File: src/sv/sff_pkg.sv
`timescale 1ns / 1ps
// Shared constants, register codes and payload types of the strided FIR filter.
// Used by every module of the block; depends on nothing else.
package sff_pkg;

    // Kernel and stream geometry.
    localparam int MAX_TAPS     = 5;
    localparam int MAX_CHANNELS = 4;
    localparam int COEF_REGS    = 5;
    localparam int LAG_MAX      = (MAX_TAPS / 2) * MAX_CHANNELS;
    localparam int WIN_DEPTH    = 2 * LAG_MAX + 1;

    // Field widths.
    localparam int SAMPLE_W  = 8;
    localparam int COEF_W    = 16;
    localparam int CFG_W     = 3;
    localparam int REG_IDX_W = 3;
    localparam int FRAC_BITS = 12;
    localparam int PIXEL_MAX = 255;

    // Derived internal widths.
    localparam int CH_W       = $clog2(MAX_CHANNELS + 1);
    localparam int TAP_W      = $clog2(MAX_TAPS + 1);
    localparam int D_W        = (LAG_MAX > 0) ? $clog2(LAG_MAX + 1) : 1;
    localparam int K_W        = (WIN_DEPTH > 1) ? $clog2(WIN_DEPTH) : 1;
    localparam int KS_W       = K_W + 1;
    localparam int OFS_W      = D_W + 1;
    localparam int PROD_W     = SAMPLE_W + 1 + COEF_W;
    localparam int SUM_W      = PROD_W + $clog2(MAX_TAPS) + 1;
    localparam int COEF_IDX_W = (COEF_REGS > 1) ? $clog2(COEF_REGS) : 1;

    // Job queue between the front and the back.
    localparam int QDEPTH = 2;
    localparam int QPTR_W = (QDEPTH > 1) ? $clog2(QDEPTH) : 1;
    localparam int QCNT_W = $clog2(QDEPTH + 1);

    // Configuration register indexes.
    typedef enum logic [REG_IDX_W-1:0] {
        REG_CHANNEL_COUNT = 3'd0,
        REG_TAP_COUNT     = 3'd1,
        REG_COEF_0        = 3'd2,
        REG_COEF_1        = 3'd3,
        REG_COEF_2        = 3'd4,
        REG_COEF_3        = 3'd5,
        REG_COEF_4        = 3'd6
    } reg_idx_t;

    // One input request.
    typedef struct packed {
        logic [SAMPLE_W-1:0] sample;
        logic                final_req;
    } sff_in_t;

    // One result request.
    typedef struct packed {
        logic [SAMPLE_W-1:0] pixel;
        logic                end_of_run;
    } sff_out_t;

    // Effective (clamped) configuration seen by the datapath.
    typedef struct packed {
        logic [CH_W-1:0]                    channels;
        logic [TAP_W-1:0]                   taps;
        logic [MAX_TAPS-1:0][COEF_W-1:0]    coef;
    } sff_cfg_t;

    // Work handed from the front to the back: a window snapshot and the
    // first output position; a final job walks down to position zero.
    typedef struct packed {
        logic [WIN_DEPTH-1:0][SAMPLE_W-1:0] win;
        logic [D_W-1:0]                     d_start;
        logic                               last;
    } sff_job_t;

endpackage

File: src/sv/sff_front.sv
`timescale 1ns / 1ps
// Front end: accepts samples, keeps the sample window and fill count, and
// classifies each sample into a job for the back end. Depends on sff_pkg.
module sff_front
(
    input  logic              clk,
    input  logic              rst_n,
    input  sff_pkg::sff_cfg_t cfg,
    input  logic              src_valid,
    output logic              src_stall,
    input  sff_pkg::sff_in_t  src_item,
    input  logic              q_full,
    output logic              q_push,
    output sff_pkg::sff_job_t q_job
);

    logic [sff_pkg::WIN_DEPTH-1:0][sff_pkg::SAMPLE_W-1:0] win_reg;
    logic [sff_pkg::WIN_DEPTH-1:0][sff_pkg::SAMPLE_W-1:0] win_next;
    logic [sff_pkg::WIN_DEPTH-1:0][sff_pkg::SAMPLE_W-1:0] win_shifted;
    logic [sff_pkg::D_W-1:0] filled_reg;
    logic [sff_pkg::D_W-1:0] filled_next;
    logic [sff_pkg::D_W-1:0] lag;
    logic                    accept;
    logic                    last;

    // Output lag for the current kernel shape.
    assign lag = sff_pkg::D_W'(int'(cfg.taps >> 1) * int'(cfg.channels));

    assign src_stall = q_full;
    assign accept    = src_valid && !q_full;
    assign last      = src_item.final_req;

    // Newest sample enters at position zero.
    always_comb
    begin
        win_shifted[0] = src_item.sample;
        for (int i = 1; i < sff_pkg::WIN_DEPTH; i++)
        begin
            win_shifted[i] = win_reg[i-1];
        end
    end

    // Classify: an ordinary sample yields one output once the window holds
    // the lag; the final sample flushes everything still pending.
    always_comb
    begin
        q_push        = accept && (last || (filled_reg >= lag));
        q_job.win     = win_shifted;
        q_job.last    = last;
        q_job.d_start = lag;
        if (last && (filled_reg < lag))
        begin
            q_job.d_start = filled_reg;
        end
    end

    // Window and fill count, cleared after the final sample.
    always_comb
    begin
        win_next    = win_reg;
        filled_next = filled_reg;
        if (accept)
        begin
            if (last)
            begin
                win_next    = '0;
                filled_next = '0;
            end
            else
            begin
                win_next = win_shifted;
                if (int'(filled_reg) < sff_pkg::LAG_MAX)
                begin
                    filled_next = filled_reg + 1'b1;
                end
            end
        end
    end

    always_ff @(posedge clk or negedge rst_n)
    begin
        if (!rst_n)
        begin
            win_reg    <= '0;
            filled_reg <= '0;
        end
        else
        begin
            win_reg    <= win_next;
            filled_reg <= filled_next;
        end
    end

    // Assertions.
    a_filled_bounded: assert property (@(posedge clk) disable iff (!rst_n)
        int'(filled_reg) <= sff_pkg::LAG_MAX)
        else $error("fill count exceeds the maximum lag");

    a_final_clears: assert property (@(posedge clk) disable iff (!rst_n)
        (accept && last) |=> (filled_reg == '0 && win_reg == '0))
        else $error("window not cleared after the final sample");

    a_no_push_when_full: assert property (@(posedge clk) disable iff (!rst_n)
        q_full |-> !q_push)
        else $error("job pushed into a full queue");

endmodule

File: src/sv/sff_queue.sv
`timescale 1ns / 1ps
// Short job queue that decouples the front end from the back end.
// Depends on sff_pkg for the job type and depth.
module sff_queue
(
    input  logic              clk,
    input  logic              rst_n,
    input  logic              push,
    input  sff_pkg::sff_job_t push_job,
    input  logic              pop,
    output logic              full,
    output logic              not_empty,
    output sff_pkg::sff_job_t head
);

    sff_pkg::sff_job_t entry_reg [sff_pkg::QDEPTH];
    logic [sff_pkg::QPTR_W-1:0] wr_ptr_reg;
    logic [sff_pkg::QPTR_W-1:0] wr_ptr_next;
    logic [sff_pkg::QPTR_W-1:0] rd_ptr_reg;
    logic [sff_pkg::QPTR_W-1:0] rd_ptr_next;
    logic [sff_pkg::QCNT_W-1:0] count_reg;
    logic [sff_pkg::QCNT_W-1:0] count_next;

    assign full      = (count_reg == sff_pkg::QCNT_W'(sff_pkg::QDEPTH));
    assign not_empty = (count_reg != '0);
    assign head      = entry_reg[rd_ptr_reg];

    // Pointer and occupancy update.
    always_comb
    begin
        wr_ptr_next = wr_ptr_reg;
        rd_ptr_next = rd_ptr_reg;
        count_next  = count_reg;
        if (push)
        begin
            wr_ptr_next = (int'(wr_ptr_reg) == sff_pkg::QDEPTH - 1) ? '0 : wr_ptr_reg + 1'b1;
        end
        if (pop)
        begin
            rd_ptr_next = (int'(rd_ptr_reg) == sff_pkg::QDEPTH - 1) ? '0 : rd_ptr_reg + 1'b1;
        end
        if (push && !pop)
        begin
            count_next = count_reg + 1'b1;
        end
        else if (pop && !push)
        begin
            count_next = count_reg - 1'b1;
        end
    end

    always_ff @(posedge clk or negedge rst_n)
    begin
        if (!rst_n)
        begin
            wr_ptr_reg <= '0;
            rd_ptr_reg <= '0;
            count_reg  <= '0;
        end
        else
        begin
            wr_ptr_reg <= wr_ptr_next;
            rd_ptr_reg <= rd_ptr_next;
            count_reg  <= count_next;
        end
    end

    // Entry storage.
    always_ff @(posedge clk)
    begin
        if (push)
        begin
            entry_reg[wr_ptr_reg] <= push_job;
        end
    end

    // Assertions.
    a_no_overflow: assert property (@(posedge clk) disable iff (!rst_n)
        (full && push) |-> pop)
        else $error("queue overflow");

    a_no_underflow: assert property (@(posedge clk) disable iff (!rst_n)
        pop |-> not_empty)
        else $error("queue underflow");

    a_count_tracks: assert property (@(posedge clk) disable iff (!rst_n)
        (push && !pop) |=> (count_reg == $past(count_reg) + 1'b1))
        else $error("queue count lost a push");

endmodule

File: src/sv/sff_back.sv
`timescale 1ns / 1ps
// Back end: walks each job's output positions, multiplies the taps in one
// stage, sums and saturates into the output register. Depends on sff_pkg.
module sff_back
(
    input  logic              clk,
    input  logic              rst_n,
    input  sff_pkg::sff_cfg_t cfg,
    input  logic              q_valid,
    input  sff_pkg::sff_job_t q_head,
    output logic              q_pop,
    output logic              res_valid,
    input  logic              res_stall,
    output sff_pkg::sff_out_t res_item
);

    // Per-tap window offsets, refreshed from the configuration every cycle.
    logic signed [sff_pkg::OFS_W-1:0] ofs_reg  [sff_pkg::MAX_TAPS];
    logic signed [sff_pkg::OFS_W-1:0] ofs_next [sff_pkg::MAX_TAPS];
    logic [sff_pkg::MAX_TAPS-1:0]     use_reg;
    logic [sff_pkg::MAX_TAPS-1:0]     use_next;

    // Position sequencer.
    logic                    busy_reg;
    logic                    busy_next;
    logic [sff_pkg::D_W-1:0] d_reg;
    logic [sff_pkg::D_W-1:0] d_next;
    logic [sff_pkg::D_W-1:0] cur_d;
    logic                    issue;
    logic                    issue_end;

    // Product stage.
    logic signed [sff_pkg::PROD_W-1:0] prod_reg  [sff_pkg::MAX_TAPS];
    logic signed [sff_pkg::PROD_W-1:0] prod_next [sff_pkg::MAX_TAPS];
    logic                              s1_valid_reg;
    logic                              s1_end_reg;
    logic                              s1_en;

    // Sum and output stage.
    logic signed [sff_pkg::SUM_W-1:0] sum;
    logic signed [sff_pkg::SUM_W-1:0] shifted;
    logic [sff_pkg::SAMPLE_W-1:0]     pixel;
    logic                             out_valid_reg;
    sff_pkg::sff_out_t                out_item_reg;
    logic                             out_load;

    // Tap offsets: tap f reads (taps/2 - f) * channels beyond the position.
    always_comb
    begin
        for (int f = 0; f < sff_pkg::MAX_TAPS; f++)
        begin
            ofs_next[f] = sff_pkg::OFS_W'((int'(cfg.taps >> 1) - f) * int'(cfg.channels));
            use_next[f] = (f < int'(cfg.taps));
        end
    end

    always_ff @(posedge clk)
    begin
        ofs_reg <= ofs_next;
        use_reg <= use_next;
    end

    // Pipeline enables, from the output back to the sequencer.
    assign out_load = s1_valid_reg && (!out_valid_reg || !res_stall);
    assign s1_en    = !s1_valid_reg || out_load;

    // Sequencer: an ordinary job issues once, a final job counts down to zero.
    always_comb
    begin
        cur_d     = busy_reg ? d_reg : q_head.d_start;
        issue     = q_valid && s1_en;
        issue_end = q_head.last && (cur_d == '0);
        q_pop     = issue && (!q_head.last || (cur_d == '0));
        busy_next = busy_reg;
        d_next    = d_reg;
        if (issue)
        begin
            busy_next = q_head.last && (cur_d != '0);
            d_next    = cur_d - 1'b1;
        end
    end

    always_ff @(posedge clk or negedge rst_n)
    begin
        if (!rst_n)
        begin
            busy_reg <= 1'b0;
            d_reg    <= '0;
        end
        else
        begin
            busy_reg <= busy_next;
            d_reg    <= d_next;
        end
    end

    // Tap selection and multiply; taps outside the window contribute zero.
    always_comb
    begin
        logic signed [sff_pkg::KS_W-1:0] k;
        logic [sff_pkg::SAMPLE_W-1:0]    tap_byte;
        logic                            in_range;
        for (int f = 0; f < sff_pkg::MAX_TAPS; f++)
        begin
            k        = $signed(sff_pkg::KS_W'(cur_d)) + sff_pkg::KS_W'(ofs_reg[f]);
            in_range = !k[sff_pkg::KS_W-1] &&
                       (int'(k[sff_pkg::K_W-1:0]) < sff_pkg::WIN_DEPTH);
            tap_byte = (in_range && use_reg[f]) ? q_head.win[k[sff_pkg::K_W-1:0]] : '0;
            prod_next[f] = $signed({1'b0, tap_byte}) * $signed(cfg.coef[f]);
        end
    end

    always_ff @(posedge clk or negedge rst_n)
    begin
        if (!rst_n)
        begin
            s1_valid_reg <= 1'b0;
        end
        else if (s1_en)
        begin
            s1_valid_reg <= issue;
        end
    end

    always_ff @(posedge clk)
    begin
        if (s1_en)
        begin
            prod_reg   <= prod_next;
            s1_end_reg <= issue_end;
        end
    end

    // Sum of products, truncated toward zero and saturated to a byte.
    always_comb
    begin
        sum = '0;
        for (int f = 0; f < sff_pkg::MAX_TAPS; f++)
        begin
            sum = sum + sff_pkg::SUM_W'(prod_reg[f]);
        end
        shifted = sum >>> sff_pkg::FRAC_BITS;
        if (sum[sff_pkg::SUM_W-1] || (sum == '0))
        begin
            pixel = '0;
        end
        else if (shifted > sff_pkg::SUM_W'(sff_pkg::PIXEL_MAX))
        begin
            pixel = sff_pkg::SAMPLE_W'(sff_pkg::PIXEL_MAX);
        end
        else
        begin
            pixel = shifted[sff_pkg::SAMPLE_W-1:0];
        end
    end

    // Output register.
    always_ff @(posedge clk or negedge rst_n)
    begin
        if (!rst_n)
        begin
            out_valid_reg <= 1'b0;
        end
        else if (out_load)
        begin
            out_valid_reg <= 1'b1;
        end
        else if (!res_stall)
        begin
            out_valid_reg <= 1'b0;
        end
    end

    always_ff @(posedge clk)
    begin
        if (out_load)
        begin
            out_item_reg.pixel      <= pixel;
            out_item_reg.end_of_run <= s1_end_reg;
        end
    end

    assign res_valid = out_valid_reg;
    assign res_item  = out_item_reg;

    // Assertions.
    a_busy_on_final: assert property (@(posedge clk) disable iff (!rst_n)
        busy_reg |-> (q_valid && q_head.last))
        else $error("flush in progress without a final job at the queue head");

    a_flush_continues: assert property (@(posedge clk) disable iff (!rst_n)
        (issue && !q_pop) |=> busy_reg)
        else $error("flush stopped before position zero");

    a_flush_counts_down: assert property (@(posedge clk) disable iff (!rst_n)
        (busy_reg && issue && !q_pop) |=> (d_reg == $past(d_reg) - 1'b1))
        else $error("flush skipped a position");

    a_final_pops_at_zero: assert property (@(posedge clk) disable iff (!rst_n)
        (q_pop && q_head.last) |-> (cur_d == '0))
        else $error("final job retired before its last output");

endmodule

File: src/sv/strided_fir_filter.sv
`timescale 1ns / 1ps
// Strided FIR filter top level: configuration registers, front end, job queue, back end.
// A sample that yields an output passes the job queue, the product and output registers.
// Throughput: one sample per cycle; a final sample yields up to LAG_MAX + 1 outputs,
// one per cycle while res_stall is low; the input stalls once the two-entry queue is full.
// Reset: window, fill count, queue and pipeline clear; registers take their reset values.
// Depends on sff_pkg, sff_front, sff_queue and sff_back.
module strided_fir_filter
(
    input  logic                              clk,
    input  logic                              rst_n,
    input  logic                              src_valid,
    output logic                              src_stall,
    input  sff_pkg::sff_in_t                  src_item,
    output logic                              res_valid,
    input  logic                              res_stall,
    output sff_pkg::sff_out_t                 res_item,
    input  logic                              cfg_valid,
    output logic                              cfg_ready,
    input  logic [sff_pkg::REG_IDX_W-1:0]     cfg_index,
    input  logic [sff_pkg::COEF_W-1:0]        cfg_data
);

    logic [sff_pkg::CFG_W-1:0]  channel_count_reg;
    logic [sff_pkg::CFG_W-1:0]  channel_count_next;
    logic [sff_pkg::CFG_W-1:0]  tap_count_reg;
    logic [sff_pkg::CFG_W-1:0]  tap_count_next;
    logic [sff_pkg::COEF_W-1:0] coef_reg  [sff_pkg::COEF_REGS];
    logic [sff_pkg::COEF_W-1:0] coef_next [sff_pkg::COEF_REGS];
    logic [sff_pkg::COEF_IDX_W-1:0] coef_idx;
    sff_pkg::sff_cfg_t          cfg;

    logic              q_push;
    logic              q_pop;
    logic              q_full;
    logic              q_valid;
    sff_pkg::sff_job_t q_job;
    sff_pkg::sff_job_t q_head;

    assign cfg_ready = 1'b1;
    assign coef_idx  = sff_pkg::COEF_IDX_W'(cfg_index - sff_pkg::REG_COEF_0);

    // Register write decode.
    always_comb
    begin
        channel_count_next = channel_count_reg;
        tap_count_next     = tap_count_reg;
        coef_next          = coef_reg;
        if (cfg_valid && cfg_ready)
        begin
            unique case (sff_pkg::reg_idx_t'(cfg_index)) inside
                sff_pkg::REG_CHANNEL_COUNT:
                begin
                    channel_count_next = cfg_data[sff_pkg::CFG_W-1:0];
                end
                sff_pkg::REG_TAP_COUNT:
                begin
                    tap_count_next = cfg_data[sff_pkg::CFG_W-1:0];
                end
                [sff_pkg::REG_COEF_0:sff_pkg::REG_COEF_4]:
                begin
                    coef_next[coef_idx] = cfg_data;
                end
                default:
                begin
                    channel_count_next = channel_count_reg;
                end
            endcase
        end
    end

    always_ff @(posedge clk or negedge rst_n)
    begin
        if (!rst_n)
        begin
            channel_count_reg <= sff_pkg::CFG_W'(1);
            tap_count_reg     <= sff_pkg::CFG_W'(3);
            for (int i = 0; i < sff_pkg::COEF_REGS; i++)
            begin
                coef_reg[i] <= (i == 1) ? sff_pkg::COEF_W'(4096) : '0;
            end
        end
        else
        begin
            channel_count_reg <= channel_count_next;
            tap_count_reg     <= tap_count_next;
            coef_reg          <= coef_next;
        end
    end

    // Clamp the counts into their usable ranges; taps without a register get zero.
    always_comb
    begin
        if (channel_count_reg == '0)
        begin
            cfg.channels = sff_pkg::CH_W'(1);
        end
        else if (int'(channel_count_reg) > sff_pkg::MAX_CHANNELS)
        begin
            cfg.channels = sff_pkg::CH_W'(sff_pkg::MAX_CHANNELS);
        end
        else
        begin
            cfg.channels = sff_pkg::CH_W'(channel_count_reg);
        end
        if (tap_count_reg == '0)
        begin
            cfg.taps = sff_pkg::TAP_W'(1);
        end
        else if (int'(tap_count_reg) > sff_pkg::MAX_TAPS)
        begin
            cfg.taps = sff_pkg::TAP_W'(sff_pkg::MAX_TAPS);
        end
        else
        begin
            cfg.taps = sff_pkg::TAP_W'(tap_count_reg);
        end
        for (int f = 0; f < sff_pkg::MAX_TAPS; f++)
        begin
            cfg.coef[f] = (f < sff_pkg::COEF_REGS) ? coef_reg[f] : '0;
        end
    end

    sff_front u_front
    (
        .clk       (clk),
        .rst_n     (rst_n),
        .cfg       (cfg),
        .src_valid (src_valid),
        .src_stall (src_stall),
        .src_item  (src_item),
        .q_full    (q_full),
        .q_push    (q_push),
        .q_job     (q_job)
    );

    sff_queue u_queue
    (
        .clk       (clk),
        .rst_n     (rst_n),
        .push      (q_push),
        .push_job  (q_job),
        .pop       (q_pop),
        .full      (q_full),
        .not_empty (q_valid),
        .head      (q_head)
    );

    sff_back u_back
    (
        .clk       (clk),
        .rst_n     (rst_n),
        .cfg       (cfg),
        .q_valid   (q_valid),
        .q_head    (q_head),
        .q_pop     (q_pop),
        .res_valid (res_valid),
        .res_stall (res_stall),
        .res_item  (res_item)
    );

endmodule

File: config.mk
export PLATFORM = sky130hd
export DESIGN_NAME = strided_fir_filter
export DESIGN_NICKNAME = d
export VERILOG_FILES = /design/src/sv/sff_pkg.sv /design/src/sv/sff_front.sv /design/src/sv/sff_queue.sv /design/src/sv/sff_back.sv /design/src/sv/strided_fir_filter.sv
export SDC_FILE = /design/constraint.sdc
export NUM_CORES = 2
export LEC_CHECK = 0
export BUFFER_PORTS_ARGS = -buffer_cell sky130_fd_sc_hd__buf_2
export CAP_MARGIN = 15
export CORE_ASPECT_RATIO = 1.1
export CORE_MARGIN = 10
export CORE_UTILIZATION = 66
export CTS_CLUSTER_DIAMETER = 40
export CTS_CLUSTER_SIZE = 16
export DETAILED_ROUTE_END_ITERATION = 10
export GPL_TIMING_DRIVEN = 0
export HOLD_SLACK_MARGIN = 0.05
export PLACE_DENSITY_LB_ADDON = 0.08
export SYNTH_ARGS = -nofsm -noshare
export SYNTH_HDL_FRONTEND = slang
export SYNTH_SLANG_ARGS = --single-unit
File: constraint.sdc
create_clock -name clk -period 11.4 [get_ports clk]
set_input_delay 1.71 -clock clk [delete_from_list [all_inputs] [get_ports clk]]
set_output_delay 1.71 -clock clk [all_outputs]
set_load 0.1 [all_outputs]
======== Word-level counts from Yosys, hierarchy flattened ========
Memories as Yosys holds them, arrays and structs flattened.
Cells that the tools add are included.
storage, ports and cells
  flip-flop bits (word level) ............. 394
  RAM bits ................................ 282
  input port bits ......................... 33
  output and inout bits ................... 12
  memories kept ........................... 1
cells by class
  add/sub/neg operators ................... 20
  multipliers ............................. 10
  magnitude comparators ................... 25
  equal/unequal tests ..................... 3
  mux-type cells .......................... 36
  bitwise gates (word level) .............. 1
  reduce and logical (&&, ||, !) cells .... 52
memory list
  memory             words  bits a word  rd ports  clocked after memory_dff  write ports  RTL line         text
  u_queue.entry_reg  2      141          1         0                         1            sff_queue.sv:16  sff_pkg::sff_job_t entry_reg [sff_pkg::QDEPTH];
operators with widths
  operator                                                                          count
  8-bit binary-select mux with 5-bit select                                         5
  32-bit by 4-bit multiplier with 5-bit output                                      4
  128-bit 2-to-1 mux                                                                1
  9-bit by 16-bit multiplier with 25-bit output                                     5
  8-bit 2-to-1 mux                                                                  11
  80-bit bitwise mux                                                                1
  29-bit by 25-bit adder with 29-bit output                                         2
  16-bit demux with 3-bit select                                                    1
  5-bit by 5-bit adder with 6-bit output                                            5
  5-bit by 6-bit less-than comparator with 1-bit output, second input constant      5
  29-bit logical NOT                                                                1
  26-bit by 25-bit adder with 27-bit output                                         1
  25-bit by 25-bit adder with 26-bit output                                         1
  5-bit less-than comparator, second input constant                                 5
  1-bit logical AND                                                                 22
  17-bit by 9-bit greater-than comparator with 1-bit output, second input constant  1
  16-bit 2-to-1 mux                                                                 1
  4-bit 2-to-1 mux                                                                  4
  1-bit logical NOT                                                                 12
  3-bit 2-to-1 mux                                                                  4
  3-bit logical NOT                                                                 3
  2-bit AND reduction                                                               4
  3-bit greater-than comparator, second input constant                              2
  1-bit by 3-bit less-than comparator with 1-bit output, first input constant       2
  other kinds (29)                                                                  44

======== Depth between registers and ports, before layout ========
  depth in word-level cells ............... 11
  depth in mapped cells ................... 39

======== Cells and area by module ========
From an unflattened synthesis, not the netlist that was laid out.
unflattened totals
  cells, all modules ...................... 4890
  area, all modules ....................... 56665.6 µm²
by module, submodules not included
  module              instances  cells an instance  area an instance (µm²)
  sff_back            1          3624               36704.0
  sff_queue           1          455                10687.8
  sff_front           1          614                5928.2
  strided_fir_filter  1          197                3345.7

======== Least setup slack after synthesis ========
No wires, ideal clock.
  path kind ............................... register -> register
  from .................................... register tap_count_reg[2] (netlist name)
  to ...................................... memory u_queue.entry_reg[0][0] (netlist name), enable pin
  library setup time ...................... 660 ps
  arrival time ............................ 8860 ps
  setup slack ............................. 1879 ps
  stages on the path, launching flop included .. 13
  buffers on the path ..................... 0
  clock period less this slack ............ 9521 ps
  cell sequence ........................... dfrtp_1 clkinv_1 nand2_1 nor2_1 ha_1 fa_1 inv_1 ha_1 o21ai_0 nand2b_1 a21oi_1 a31oi_1 nor2b_1
RTL lines
  item                    RTL line                  text
  from (decl)             strided_fir_filter.sv:26  logic [sff_pkg::CFG_W-1:0] tap_count_reg;
  from (signal assigned)  strided_fir_filter.sv:77  tap_count_reg <= sff_pkg::CFG_W'(3);
  from (signal assigned)  strided_fir_filter.sv:86  tap_count_reg <= tap_count_next;
  to (decl)               sff_queue.sv:16

==> results.toml <==
[run_status]
status = "finished clean"

[place]
place_congestion = 0.9454
placed_area_um2 = 58270
post-place-ws_ps = -370.5
io_buffers = 41
dp_cells = 6217
post-dp-hpwl_um = 114400

[die]
rows = 112
die_w_um = 298.1
core_um2 = 84640
pin_count = 45
initial_core_util_pct = 66.35
die_h_um = 325.9
die_area_um2 = 97170

[timing]
rsz0062_at_grt = "no"
worst_pin_slew_ps = 1167
slew_violations = 0
worst_slack_ps = 363.6
fmax_mhz = 90.61
final-setup-viol-count = 0
period_share_pct = 96.81
min_period_ps = 11040
clock_skew_ps = 64.15
setup_tns_ps = 0
hold_viol_final = 0
slew-limit-headroom_pct = 21.61

[clock_tree]
clock-sinks = 672
clk_latency_ps = 690
clk_pin_slew_ps = 60
cts_root_buf = "clkbuf_16"
cts_tree = "done"
clock_path_buffers = 3
cts_made_buffers = 88
postCtsHoldBufs = 0
htree_num_levels = 3

[drt]
firstDrtPassIters = 6
drtIter0Drc = 3280
drc = 0
wl_um = 148600
via_per_inst = 5.958
num_vias = 38083
post_drt_wl_per_cell_um = 23.25
antenna_left = 0

[cells_and_area]
area_growth_pct = 9.792
fin_area_um2 = 61660
largest_reg_flops = 282
layout_common_cells = "893 x inv_1, 576 x fa_1, 538 x nand2_1, 417 x edfxtp_1, 390 x and2_1"
layout.nets = 6128
fill_cells = 5867
fin_cells = 6392
drive_gt1_share_pct = 12.56
layout_commonest_cell = "inv_1"

[global_route]
grtUsageTotal_pct = 30.80
grt_pass1_vias = 39339
grt_max_degree = 110
grt_overflow = 0
grt_pass1_wl_um = 229400
antenna_found_initial = 5

[setup_path]
crit_slowest_cell = "clkbuf_1"
path_delay_family = "buffers and inverters"
cp.required_ps = 11810
critPathBufInv = 12
crit_fanout = 10
arrival_ps = 11450
critPathCaptureType = "flop"
worstReg2RegStart = "u_queue.rd_ptr_reg$_DFFE_PN0P_"
path_class = "reg -> reg"
r2r_slack_ps = 360
cp-start-kind = "flop"
crit_start = "u_queue.rd_ptr_reg$_DFFE_PN0P_"
max_stage_delay_ps = 790

[run]
cap_violations = 0

[min_path]
hold_path.startpoint = "u_back.s1_end_reg$_DFFE_PN_"
hold_path.class = "reg -> reg"

[yosys]
synthAdderAreaFrac_pct = 28.32
yosys_warnings = 0
synth_seq_area_share_pct = 33.44
synth_top_family_by_area = "adder cells"
synth-seq-cells = 672
synth_compound_area_share_pct = 6.259
synthArstFlopShare_pct = 34.08
synth_nets = 5971
avgSynthCellArea_um2 = 11.20
syn_inst = 5013
synth_flop_cell = "edfxtp_1"
synth_edf_count = 417
synth.area.mux_share_pct = 10.79
synth-simple-area-share_pct = 11.20
yosys.area_share.xor_xnor_pct = 2.787
synth_cell_types = 77
synth_area_um2 = 56160
==> timing repair <==
item	CTS	global route
buffers inserted	0	5
endpoints found under the setup margin	9	21
pin swaps	0	3
endpoints found under the hold margin	0	0
resized for setup	10	40
==> synth_stat cells (7+ instances only) <==
cell / number / area (um^2)
nand2_1: 538 / 2019
nand4_1: 7 / 43.79
o21ai_0: 205 / 1026
nand3_1: 26 / 130.1
buf_1: 10 / 37.54
xor2_1: 56 / 490.5
a22oi_1: 20 / 150.1
nand2b_1: 70 / 437.9
o21a_1: 25 / 187.7
a21oi_1: 129 / 645.6
a31oi_1: 18 / 112.6
a211oi_1: 29 / 217.7
mux2_2: 130 / 1464
o21bai_1: 13 / 97.59
and2_1: 391 / 2446
buf_6: 8 / 90.09
mux4_2: 192 / 4324
clkbuf_1: 97 / 364.1
fa_1: 577 / 11550
dfrtp_1: 225 / 5630
a211oi_2: 11 / 137.6
dfxtp_1: 26 / 520.5
and3_1: 10 / 62.56
buf_2: 24 / 120.1
edfxtp_1: 417 / 12520
nor2b_1: 21 / 131.4
ha_1: 348 / 4354
xnor2_1: 119 / 1042
a21o_1: 43 / 322.8
inv_1: 893 / 3352
or3_1: 14 / 87.58
nor2_1: 135 / 506.7
buf_4: 9 / 67.56
nor3_1: 35 / 175.2
nand3b_1: 8 / 60.06
mux2i_1: 27 / 270.3
o211ai_1: 11 / 82.58
==> cells by family (layout without fill, tap and decap cells) <==
family / after synthesis / after routing
fa+ha+maj: 925 / 925
buf+inv: 1044 / 1277
simple gates: 1279 / 1279
flops: 672 / 672
xor+xnor: 177 / 177
other cells: 1 / 7
mux: 349 / 349
compound gates: 566 / 566
==> layer usage <==
layer	global-route usage (%)	up-vias	part of all wire, %
met2	50.83	1623	48
met1	36.50	19109	37
li1	-	16878	-
met4	20.04	4	7.6
met5	0	-	0.024
met3	6.435	469	7.4
==> area by class of cell <==
type	instances	area (um^2)	area share (%)
multi-input combinational	3297	33540	54.40
sequential	672	18780	30.46
inverter	895	3359	5.449
clock buffer	101	2323	3.768
tap	1140	1426	2.313
clock inverter	65	859.6	1.394
buffer	147	695.7	1.128
timing repair buffer	69	658.1	1.067
antenna	6	15.01	0.02435
==> path summary, 6_finish.rpt <==
kind	endpoint	cells past startpoint
min reg2reg	u_back.res_item[0]$_DFFE_PP_	0
max reg2reg	u_back.prod_reg[98]$_DFFE_PN_	33
min	u_back.res_item[0]$_DFFE_PP_	0
min in group asynchronous	u_front.q_job[14]$_DFFE_PN0P_	1
max in group asynchronous	cfg[12]$_DFFE_PN0P_	2
max	u_back.prod_reg[98]$_DFFE_PN_	33
==> stage by stage <==
step | hold slack (ps) | util, %
3_3_place_gp | 407.9 | 68.27
4_1_cts | 449.3 | 72.63
3_5_place_dp | 425.5 | 68.84
6_report | 443.7 | 72.84
2_1_floorplan | 400.3 | -
5_1_grt | 457.8 | 72.83
Power is left out: the tool's default activity adds up to more than one toggle a clock period on the data nets, which glitch-free logic cannot reach.
